<file path="src/sv/rsc_pkg.sv">
`timescale 1ns / 1ps

package rsc_pkg;

  localparam int STACK_DEPTH_DEF = 128;

  localparam logic [3:0] OP_PUSH  = 4'd0;
  localparam logic [3:0] OP_ADD   = 4'd1;
  localparam logic [3:0] OP_SUB   = 4'd2;
  localparam logic [3:0] OP_MUL   = 4'd3;
  localparam logic [3:0] OP_DIV   = 4'd4;
  localparam logic [3:0] OP_PEEK  = 4'd5;
  localparam logic [3:0] OP_DUP   = 4'd6;
  localparam logic [3:0] OP_SWAP  = 4'd7;
  localparam logic [3:0] OP_CLEAR = 4'd8;
  localparam logic [3:0] OP_POP   = 4'd9;

  localparam logic [2:0] ST_OK    = 3'd0;
  localparam logic [2:0] ST_EMPTY = 3'd1;
  localparam logic [2:0] ST_FULL  = 3'd2;
  localparam logic [2:0] ST_ZDIV  = 3'd3;
  localparam logic [2:0] ST_SWAP  = 3'd4;

  typedef enum logic [1:0] {
    AK_ADD = 2'd0,
    AK_SUB = 2'd1,
    AK_MUL = 2'd2,
    AK_DIV = 2'd3
  } arith_kind_t;

  typedef struct packed {
    logic        start;
    arith_kind_t kind;
    logic [31:0] a;
    logic [31:0] b;
  } arith_req_t;

  typedef struct packed {
    logic        done;
    logic [31:0] result;
  } arith_rsp_t;

endpackage

</file>
<file path="src/sv/rsc_stack_mem.sv">
`timescale 1ns / 1ps

module rsc_stack_mem #(
  parameter int DEPTH = rsc_pkg::STACK_DEPTH_DEF
) (
  input  logic                     clk,
  input  logic                     we,
  input  logic [$clog2(DEPTH)-1:0] waddr,
  input  logic [31:0]              wdata,
  input  logic [$clog2(DEPTH)-1:0] raddr,
  output logic [31:0]              rdata
);

  logic [31:0] mem [DEPTH];

  always_ff @(posedge clk) begin
    if (we) begin
      mem[waddr] <= wdata;
    end
    rdata <= mem[raddr];
  end

endmodule

</file>
<file path="config.mk">
export PLATFORM = sky130hd
export DESIGN_NAME = rsc_stack_mem
export DESIGN_NICKNAME = d
export VERILOG_FILES = /design/src/sv/rsc_pkg.sv /design/src/sv/rsc_stack_mem.sv
export SDC_FILE = /design/constraint.sdc
export NUM_CORES = 2
export LEC_CHECK = 0
export ABC_CLOCK_PERIOD_IN_PS = 3800
export BUFFER_PORTS_ARGS = -buffer_cell sky130_fd_sc_hd__buf_2
export CAP_MARGIN = 20
export CELL_PAD_IN_SITES_DETAIL_PLACEMENT = 1
export CELL_PAD_IN_SITES_GLOBAL_PLACEMENT = 1
export CORE_MARGIN = 2
export CORE_UTILIZATION = 50
export CTS_BUF_LIST = sky130_fd_sc_hd__clkbuf_4
export DETAILED_ROUTE_END_ITERATION = 8
export PLACE_DENSITY_LB_ADDON = 0.05
export SLEW_MARGIN = 15
export SYNTH_ARGS = -nofsm -noshare
export SYNTH_HDL_FRONTEND = slang
export SYNTH_SLANG_ARGS = --single-unit
</file>
<file path="constraint.sdc">
create_clock -name clk -period 3.8 [get_ports clk]
set_input_delay 0.38 -clock clk [delete_from_list [all_inputs] [get_ports clk]]
set_output_delay 0.38 -clock clk [all_outputs]
set_load 0.05 [all_outputs]
</file>
==> results.cfg <==
[timing]
rsz0062_at_grt = no
finalSetupTns_ps = 0
tightest_slew_ps = 1030
finClkSkew_ps = 111
finalCritPeriodShare_pct = 94.9
maxSlewViolCount = 0
setup_viol = 0
slew_headroom_pct = 30.8
fmax_mhz = 277
finalHoldViolCount = 0
post-route-min-period_ps = 3610

[worst_hold_path]
min_from = raddr[3]
holdPathStages = 4
hold_class = in -> reg
whs_endpoint = rdata[8]

[power]
ir_worst_vdd_mv = 0.321
p_sw_w = 0.0218
switching_share_pct = 23.1
p_per_area_nw_per_um2 = 518
pwr-share-comb_pct = 6.1
pwr-share-seq_pct = 53.4
totalPowerFinal_w = 0.0945
pwr-share-clk_pct = 40.5
p_int_w = 0.0727
power_leakage_nw = 58.0

[critical_path]
crit_chain = mux4_2 > mux4_2 > mux4_2 > dlygate4sd3_1 > mux2_2 > dlygate4sd3_1
crit_type = reg -> reg
path_max_fanout = 1
reg2regPathDepth = 6
cpPeakStageDelay_ps = 700
ff2ff_setup_slack_ps = 190
end_kind = flip-flop
r2r-end = rdata[23]
arrival_ps = 5130
worstReg2RegStart = mem[86][23]
start_kind = flip-flop
cp.required_ps = 5330
cpMaxStageDelayCell = mux4_2
cp_common_cell = mux4_2

[synthesis]
netlist_instances = 5990
avgSynthCellArea_um2 = 26.1
yosysSeqAreaShare_pct = 79.1
synth_largest_area_cell = edfxtp_1
synth_nets = 6038
netlist_area_um2 = 156000
synth_top_cell_area_share_pct = 78.7
synth-seq-cells = 4128
ys_types = 17
yosys_warnings = 0
synth_area_leaders = edfxtp_1 (79%), mux4_2 (19%), clkbuf_1 (0.44%)

[floorplan]
die_area_um2 = 317000
num_io_pins = 80
rows = 205
fp.dieH_um = 563
initial_utilization_pct = 50.2
dieWidth_um = 563
coreArea_um2 = 311000

[grt]
grt_pass1_wl_mm = 650
antenna_found_initial = 70
grtUsageTotal_pct = 30.5
grt_pass1_vias = 81900
grt_max_degree = 95
grt_overflow = 0

[placement]
hpwl_mm = 255
io_buffers = 79
place_congestion = 0.817

[final_layout]
nFillCells = 25600
area_growth_pct = 16.7
layout_commonest_cell = edfxtp_1
most-common-layout-cells = edfxtp_1 (4096), clkbuf_4 (1614), mux4_2 (1344), buf_4 (329), buf_12 (160)
post-route-util_pct = 58.6
layout.nets = 7534
drive_gt1_share_pct = 45.8

[clocking]
post_cts_buffers = 0
clkLatencyLatePin_ps = 1690
clkTransAtPathRegs_ps = 70
cts_buffer_depth = 5
clock_sinks = 4128
cts_max_level = 7
cts_root_buffer = clkbuf_4
numCtsBuffers = 1140
cts_resized = 0
cts_tree = built

[status]
status = finished, final reports clean

[route]
num_vias = 78200
drc_errors = 0
wire_per_inst_um = 37.9
first_iter_violations = 11000
vias_per_cell = 6.32
drt-total-wl_mm = 469
drtAntennaViolNets = 0
drtPass1Iterations = 5

[job]
max_cap_viol_count = 0
-- per-stage QoR --
step           cell area, um2  std cells  hold WS, ps  setup WS, ps
2_1_floorplan          156000       5990          479           181
3_3_place_gp           167000      10300          856          1.33
3_5_place_dp           167000      10300          850         -7.37
4_1_cts                182000      12300         9.03           229
5_1_grt                182000      12300          112           125
6_report               182000      12400          193           193
-- logic make-up after synthesis --
family        Yosys count  synth area share (%)
simple gates          170                 0.446
flops                4128                  79.1
buf+inv               316                 0.839
mux                  1376                  19.6
-- worst max-delay path by stage --
stage / from / to / slack, ps / cells past startpoint
after CTS: mem[68][23] / rdata[23] / 230 / 6
after global routing: mem[68][23] / rdata[23] / 120 / 6
after global placement: raddr[0] / rdata[19] / 1 / 7
after floorplan: we / mem[98][0] / 180 / 3
after detailed placement: raddr[0] / rdata[19] / -7 / 7
final: mem[86][23] / rdata[23] / 190 / 6
-- critical path: cells and delay by family, from the launching register on --
kind / cells / cell delay [ps]
buffers and inverters: 2 / 1130
multiplexers: 4 / 2000
flip-flops: 1 / 380
-- cell type report --
cell class | instances | area, um2 | share of cell area [%]
Antenna cell | 58 | 145 | 0.0796
Clock inverter | 208 | 1150 | 0.631
Sequential cell | 4128 | 124000 | 67.8
Tap cell | 4140 | 5180 | 2.84
Timing Repair Buffer | 670 | 7830 | 4.29
Clock buffer | 1614 | 12100 | 6.64
Multi-Input combinational cell | 1546 | 32300 | 17.7
-- cell usage after synthesis --
library cell / n
buf_1: 50
buf_2: 79
buf_4: 3
buf_6: 2
clkbuf_1: 182
dfxtp_1: 32
edfxtp_1: 4096
mux2_2: 32
mux4_2: 1344
nand2_1: 14
nand2b_1: 2
nand3_1: 12
nand4_1: 3
nor2_1: 122
nor2b_1: 7
nor3_1: 9
or3_1: 1
-- layer usage --
metal	global-route usage, %	vias up	part of all wire (%)
met5	0	-	0.018
met4	10.1	12	2.6
met3	7.34	558	9.2
met2	46.5	4162	47
met1	43.9	43400	41
li1	-	30100	-
-- power by group through the flow --
stage,logic [W],clock network [W],registers (W)
6_report,0.00576,0.0382,0.0505
5_1_grt,0.00596,0.0415,0.0505
4_1_cts,0.00577,0.0391,0.0505
3_5_place_dp,0.00547,0,0.0515
3_3_place_gp,0.00539,0,0.0515
2_1_floorplan,0.00243,0,0.0515
-- registers in the layout, indices dropped and copies added (netlist names) --
| name | cells |
|---|---|
| mem | 4096 |
| rdata | 32 |
-- timing repair --
item,CTS,global route
hold buffers,140,0
hold endpoints to repair,8017,0
setup endpoints to repair,0,6
Power figures use the tool's default switching activity.
