$ cat config.mk
export PLATFORM = sky130hd
export DESIGN_NAME = rsc_arith
export DESIGN_NICKNAME = d
export VERILOG_FILES = /design/src/sv/rsc_pkg.sv /design/src/sv/rsc_arith.sv
export SDC_FILE = /design/constraint.sdc
export NUM_CORES = 2
export LEC_CHECK = 0
export BUFFER_PORTS_ARGS = -buffer_cell sky130_fd_sc_hd__buf_2
export CAP_MARGIN = 15
export CORE_MARGIN = 2
export CORE_UTILIZATION = 49
export DETAILED_ROUTE_END_ITERATION = 10
export HOLD_SLACK_MARGIN = 0.15
export PLACE_DENSITY = 0.76
export SETUP_SLACK_MARGIN = 0.1
export SKIP_LAST_GASP = 1
export SYNTH_ARGS = -nofsm -noshare
export SYNTH_HDL_FRONTEND = slang
export SYNTH_SLANG_ARGS = --single-unit
$ cat constraint.sdc
create_clock -name clk -period 7.9 [get_ports clk]
set_input_delay 1.58 -clock clk [delete_from_list [all_inputs] [get_ports clk]]
set_output_delay 1.58 -clock clk [all_outputs]
set_load 0.05 [all_outputs]
$ cat src/sv/rsc_pkg.sv
`timescale 1ns / 1ps

package rsc_pkg;

  localparam int STACK_DEPTH_DEF = 128;

  localparam logic [3:0] OP_PUSH  = 4'd0;
  localparam logic [3:0] OP_ADD   = 4'd1;
  localparam logic [3:0] OP_SUB   = 4'd2;
  localparam logic [3:0] OP_MUL   = 4'd3;
  localparam logic [3:0] OP_DIV   = 4'd4;
  localparam logic [3:0] OP_PEEK  = 4'd5;
  localparam logic [3:0] OP_DUP   = 4'd6;
  localparam logic [3:0] OP_SWAP  = 4'd7;
  localparam logic [3:0] OP_CLEAR = 4'd8;
  localparam logic [3:0] OP_POP   = 4'd9;

  localparam logic [2:0] ST_OK    = 3'd0;
  localparam logic [2:0] ST_EMPTY = 3'd1;
  localparam logic [2:0] ST_FULL  = 3'd2;
  localparam logic [2:0] ST_ZDIV  = 3'd3;
  localparam logic [2:0] ST_SWAP  = 3'd4;

  typedef enum logic [1:0] {
    AK_ADD = 2'd0,
    AK_SUB = 2'd1,
    AK_MUL = 2'd2,
    AK_DIV = 2'd3
  } arith_kind_t;

  typedef struct packed {
    logic        start;
    arith_kind_t kind;
    logic [31:0] a;
    logic [31:0] b;
  } arith_req_t;

  typedef struct packed {
    logic        done;
    logic [31:0] result;
  } arith_rsp_t;

endpackage

$ cat src/sv/rsc_arith.sv
`timescale 1ns / 1ps

module rsc_arith (
  input  logic                clk,
  input  logic                rst_n,
  input  rsc_pkg::arith_req_t req,
  output rsc_pkg::arith_rsp_t rsp
);

  localparam logic [5:0] DIV_STEPS = 6'd33;

  typedef enum logic [4:0] {
    A_IDLE = 5'b00001,
    A_PREP = 5'b00010,
    A_MUL  = 5'b00100,
    A_DIV  = 5'b01000,
    A_FIN  = 5'b10000
  } astate_t;

  astate_t              st_r, st_nxt;
  rsc_pkg::arith_kind_t kind_r, kind_nxt;
  logic [31:0]          opa_r, opa_nxt;
  logic [31:0]          opb_r, opb_nxt;
  logic [31:0]          ma_r, ma_nxt;
  logic [31:0]          mb_r, mb_nxt;
  logic                 neg_r, neg_nxt;
  logic [47:0]          q_r, q_nxt;
  logic [31:0]          rem_r, rem_nxt;
  logic [32:0]          dsh_r, dsh_nxt;
  logic [5:0]           step_r, step_nxt;
  logic                 done_r, done_nxt;
  logic [31:0]          result_r, result_nxt;

  logic [31:0] ma_c;
  logic [31:0] mb_c;
  logic [32:0] sum_c;
  logic [31:0] sum_sat;
  logic [63:0] prod_c;
  logic [32:0] trial;
  logic [32:0] diff;
  logic        ge;
  logic        big;
  logic [31:0] fin_res;

  assign ma_c   = opa_r[31] ? (~opa_r + 32'd1) : opa_r;
  assign mb_c   = opb_r[31] ? (~opb_r + 32'd1) : opb_r;
  assign sum_c  = (kind_r == rsc_pkg::AK_SUB) ? ({opa_r[31], opa_r} - {opb_r[31], opb_r})
                                              : ({opa_r[31], opa_r} + {opb_r[31], opb_r});
  assign sum_sat = (sum_c[32] != sum_c[31]) ? (sum_c[32] ? 32'h8000_0000 : 32'h7fff_ffff)
                                            : sum_c[31:0];
  assign prod_c = ma_r * mb_r;
  assign trial  = {rem_r, dsh_r[32]};
  assign diff   = trial - {1'b0, mb_r};
  assign ge     = trial >= {1'b0, mb_r};
  assign big    = |q_r[47:31];

  always_comb begin
    if (neg_r) begin
      fin_res = big ? 32'h8000_0000 : (~q_r[31:0] + 32'd1);
    end else begin
      fin_res = big ? 32'h7fff_ffff : q_r[31:0];
    end
  end

  always_comb begin
    st_nxt     = st_r;
    kind_nxt   = kind_r;
    opa_nxt    = opa_r;
    opb_nxt    = opb_r;
    ma_nxt     = ma_r;
    mb_nxt     = mb_r;
    neg_nxt    = neg_r;
    q_nxt      = q_r;
    rem_nxt    = rem_r;
    dsh_nxt    = dsh_r;
    step_nxt   = step_r;
    done_nxt   = 1'b0;
    result_nxt = result_r;
    case (st_r)
      A_IDLE: begin
        if (req.start) begin
          kind_nxt = req.kind;
          opa_nxt  = req.a;
          opb_nxt  = req.b;
          st_nxt   = A_PREP;
        end
      end
      A_PREP: begin
        ma_nxt  = ma_c;
        mb_nxt  = mb_c;
        neg_nxt = opa_r[31] != opb_r[31];
        case (kind_r)
          rsc_pkg::AK_ADD, rsc_pkg::AK_SUB: begin
            result_nxt = sum_sat;
            done_nxt   = 1'b1;
            st_nxt     = A_IDLE;
          end
          rsc_pkg::AK_MUL: begin
            st_nxt = A_MUL;
          end
          default: begin
            rem_nxt  = {17'd0, ma_c[31:17]};
            dsh_nxt  = {ma_c[16:0], 16'd0};
            step_nxt = DIV_STEPS;
            if ({17'd0, ma_c[31:17]} >= mb_c) begin
              q_nxt  = '1;
              st_nxt = A_FIN;
            end else begin
              q_nxt  = '0;
              st_nxt = A_DIV;
            end
          end
        endcase
      end
      A_MUL: begin
        q_nxt  = prod_c[63:16];
        st_nxt = A_FIN;
      end
      A_DIV: begin
        q_nxt    = {q_r[46:0], ge};
        rem_nxt  = ge ? diff[31:0] : trial[31:0];
        dsh_nxt  = {dsh_r[31:0], 1'b0};
        step_nxt = step_r - 6'd1;
        if (step_r == 6'd1) begin
          st_nxt = A_FIN;
        end
      end
      A_FIN: begin
        result_nxt = fin_res;
        done_nxt   = 1'b1;
        st_nxt     = A_IDLE;
      end
      default: begin
        st_nxt = A_IDLE;
      end
    endcase
  end

  always_ff @(posedge clk) begin
    if (!rst_n) begin
      st_r   <= A_IDLE;
      done_r <= 1'b0;
    end else begin
      st_r   <= st_nxt;
      done_r <= done_nxt;
    end
    kind_r   <= kind_nxt;
    opa_r    <= opa_nxt;
    opb_r    <= opb_nxt;
    ma_r     <= ma_nxt;
    mb_r     <= mb_nxt;
    neg_r    <= neg_nxt;
    q_r      <= q_nxt;
    rem_r    <= rem_nxt;
    dsh_r    <= dsh_nxt;
    step_r   <= step_nxt;
    result_r <= result_nxt;
  end

  assign rsp.done   = done_r;
  assign rsp.result = result_r;

endmodule

==> reports/metrics.csv <==
stage,metric,value,unit
route,Starting DRT DRC Count,3420,
synth,synthesized area,49400,µm²
layout,nets,6686,
sta,Setup-failing EPs final,0,
sta,Worst Tran Pin Value,1110,ps
clocking,Num CTS Buffers,31,
power_and_ir_drop,Clk pwr share,5.5,%
die,# IOs,102,
global_routing,Overflow after GRT,0,
clocking,CTS H-Tree Depth,1,
power_and_ir_drop,internal power,0.0124,W
die,site row count,116,
die,Die ar.,103000,µm²
synth,Post-Synthesis Cells,5246,
die,Core Region,100000,µm²
worst_setup_path,sequence of cells on the critical path,"buf_12, buf_4, and2_1, fa_1, inv_1, fa_1, inv_1, fa_1, fa_1, fa_1, fa_1, fa_1, fa_1, ha_4, nand4_1, or3_4, o311a_4, nor3_4, buf_4, a31oi_1, xor2_1, o211ai_1",
die,Die W,322,µm
die,Starting Density,49.4,%
sta,Fmax,0.130,GHz
sta,Worst slew margin,26.3,%
power_and_ir_drop,power density over the cells,461,nW/µm²
global_routing,total track usage,25.8,%
global_routing,largest net degree at the start of global routing,92,
synth,asr flop ratio synth,0,%
sta,Final min period,7710,ps
worst_setup_path,Crit Path Class,flip-flop to flip-flop,
worst_setup_path,Setup crit end kind,flip-flop,
layout,Filler cells,8508,
run_status,run status,finished clean,
sta,RSZ-0062 raised after global routing,true,
synth,"Distinct cells, synth",84,
clocking,worst skew pair latency,620,ps
sta,final hold viol count,0,
sta,crit share post-route,97.7,%
sta,Fin Setup TNS,0,ps
route,DRC Markers,0,
synth,sequential share of the synthesized area,16.4,%
global_routing,initial antenna violation count,2,
sta,max-slew violations,0,
clocking,CTS sink cnt,272,
synth,most common cell in the netlist,inv_1,
worst_setup_path,CP bufs+invs,5,
place,input/output buffers,101,
synth,Syn. warnings,0,
synth,Syn Nets,6557,
synth,top cell type's share of synthesized area,36.3,%
synth,Synth Register Bits,272,
worst_hold_path,worst min path class,flip-flop to flip-flop,
worst_setup_path,CP arrival,8030,ps
synth,"EDFF count, synth",266,
worst_setup_path,CP max stage delay,590,ps
synth,Synth top cells by count,"938 x inv_1, 897 x fa_1, 623 x nand2_1, 602 x and2_1, 345 x ha_1",
worst_setup_path,CP most frequent cell,fa_1,
clocking,CTS Hold Bufs,0,
power_and_ir_drop,Max IR drop VDD,1.03,mV
global_routing,vias in the first global route,38900,
synth,"Top FF cell, synth",edfxtp_1,
layout,Final Cell Area,54600,µm²
clocking,clock root buffer,clkbuf_16,
place,gpl congestion,0.984,
worst_setup_path,CP startpoint,ma_r[5]$_DFFE_PP_,
route,WL per Instance,19.7,µm
clocking,Clock Tree Buf Depth,3,
layout,diodes inserted,0,
worst_setup_path,Worst path top cell family by delay,adder cells,
layout,area growth from synthesis to layout,10.3,%
synth,Area contributors post-synth,"fa_1 36%, edfxtp_1 16%, ha_1 8.7%",
route,vias,37400,
place,placed cell area,52700,µm²
power_and_ir_drop,Sw Share,50.7,%
global_routing,first-pass GRT wire length,211000,µm
die,height of the die,322,µm
place,post-DP HPWL,108000,µm
power_and_ir_drop,sequential share of power,6.8,%
power_and_ir_drop,P_sw,0.0127,W
route,drt total wl,132000,µm
route,first-pass iteration count of the detailed router,5,
power_and_ir_drop,Logic pwr share,87.7,%
run,Max-cap violations,0,
synth,largest area contributor in the netlist,fa_1,
worst_setup_path,Worst path slowest cell,fa_1,
worst_setup_path,CP max FO,13,
clocking,clock slew at reported path FFs,70,ps
worst_setup_path,Worst EP required,8210,ps
worst_hold_path,hold_sp,kind_r[0]$_DFFE_PP_,
layout,fraction of layout cells with a size suffix above 1,10.0,%
sta,clk_skew,44.3,ps
worst_setup_path,RR Startpoint,ma_r[5]$_DFFE_PP_,
synth,mean post-synth cell area,9.43,µm²
route,vias per cell,5.58,
power_and_ir_drop,leakage power total,25.2,nW
layout,final core utilization,54.6,%
route,Antenna Nets Post-Route,0,
worst_setup_path,crit start category,flip-flop,
clocking,TritonCTS clock tree,yes,
path summary, 6_finish.rpt:
| check | to | slack, ps | depth (start not counted) |
|---|---|---|---|
| max | q_r[41]$_DFFE_PP_ | 190 | 22 |
| min | st_r[2]$_SDFFE_PN0P_ | 500 | 1 |
| max reg2reg | q_r[41]$_DFFE_PP_ | 190 | 22 |
| min reg2reg | st_r[2]$_SDFFE_PN0P_ | 500 | 1 |
repair_timing:
| action | 4_1_cts | 5_1_grt |
|---|---|---|
| gates resized for setup | 16 | 105 |
| cloned | 0 | 2 |
| setup endpoints to repair | 16 | 32 |
| pin swaps | 6 | 68 |
| buffers inserted | 4 | 38 |
routing by layer:
metal  GRT usage, %  vias to the layer above  wire length (µm)
li1               -                    16700                 -
met1           35.3                    18800             53900
met2           42.3                     1633             62100
met3           4.23                      235             11700
met4           7.65                        0              4280
met5              0                        -                 0
final cells by class:
| class | instances | area (µm²) | area share (%) |
|---|---|---|---|
| Clock buffer | 33 | 783 | 1.44 |
| Clock inverter | 23 | 170 | 0.312 |
| Inverter | 939 | 3520 | 6.46 |
| Multi-Input combinational cell | 3761 | 37300 | 68.3 |
| Sequential cell | 272 | 8110 | 14.9 |
| Tap cell | 1298 | 1620 | 2.98 |
| Timing Repair Buffer | 370 | 3090 | 5.66 |
through the flow:
stage | setup slack [ps] | hold WS [ps] | instances | total power (W)
3_5_place_dp | -211 | 497 | 6596 | 0.0210
3_3_place_gp | -127 | 497 | 6596 | 0.0209
6_report | 185 | 503 | 6696 | 0.0251
2_1_floorplan | 585 | 457 | 5246 | 0.0127
4_1_cts | 96.0 | 512 | 6656 | 0.0228
5_1_grt | -57.5 | 521 | 6696 | 0.0270
registers in the layout, indices dropped and copies added, names as in the netlist, 6 cells and up:
signal,count
dsh_r,17
ma_r,32
mb_r,32
opa_r,32
opb_r,32
q_r,48
rem_r,32
result_r,32
step_r,6
power by group through the flow:
stage	sequential (W)	combinational, W	clock, W
2_1_floorplan	0.00173	0.0110	0
3_3_place_gp	0.00175	0.0191	0
3_5_place_dp	0.00175	0.0192	0
4_1_cts	0.00172	0.0197	0.00140
5_1_grt	0.00172	0.0238	0.00145
6_report	0.00171	0.0220	0.00138
cell families (layout without fill, tap and decap cells):
logic type | Yosys count | count (layout) | synth area share [%]
buffers and inverters | 1213 | 1365 | 9.29
XOR/XNOR | 206 | 206 | 3.65
adder cells (fa/ha/maj) | 1242 | 1242 | 45.0
AND/OR/NAND/NOR | 1709 | 1709 | 17.4
AO/OA/AOI/OAI | 565 | 565 | 7.37
flip-flops | 272 | 272 | 16.4
multiplexers | 39 | 39 | 0.820
layout by cell type, fill, tap and decap left out, types with 14 or more instances in the layout:
master and instances:
xnor2_1 128, nand3_1 34, and2_1 599, o31ai_1 33, mux2i_1 36, buf_12 39, or3_1 37, a31oi_1 17
o21ai_0 104, a22oi_1 24, o21a_1 15, nand2_1 619, a21o_1 49, fa_2 26, nand4_1 30, xor2_1 78
nor3_1 34, ha_4 14, or4_1 16, clkbuf_16 33, buf_4 212, nand2b_1 22, o21bai_1 19, o211ai_1 31
buf_2 103, a21oi_1 135, nor4_1 15, nor2b_1 14, o22ai_1 20, edfxtp_1 266, ha_1 330, inv_1 931
fa_1 871, nor2_1 212
(Power assumes the default switching activity.)
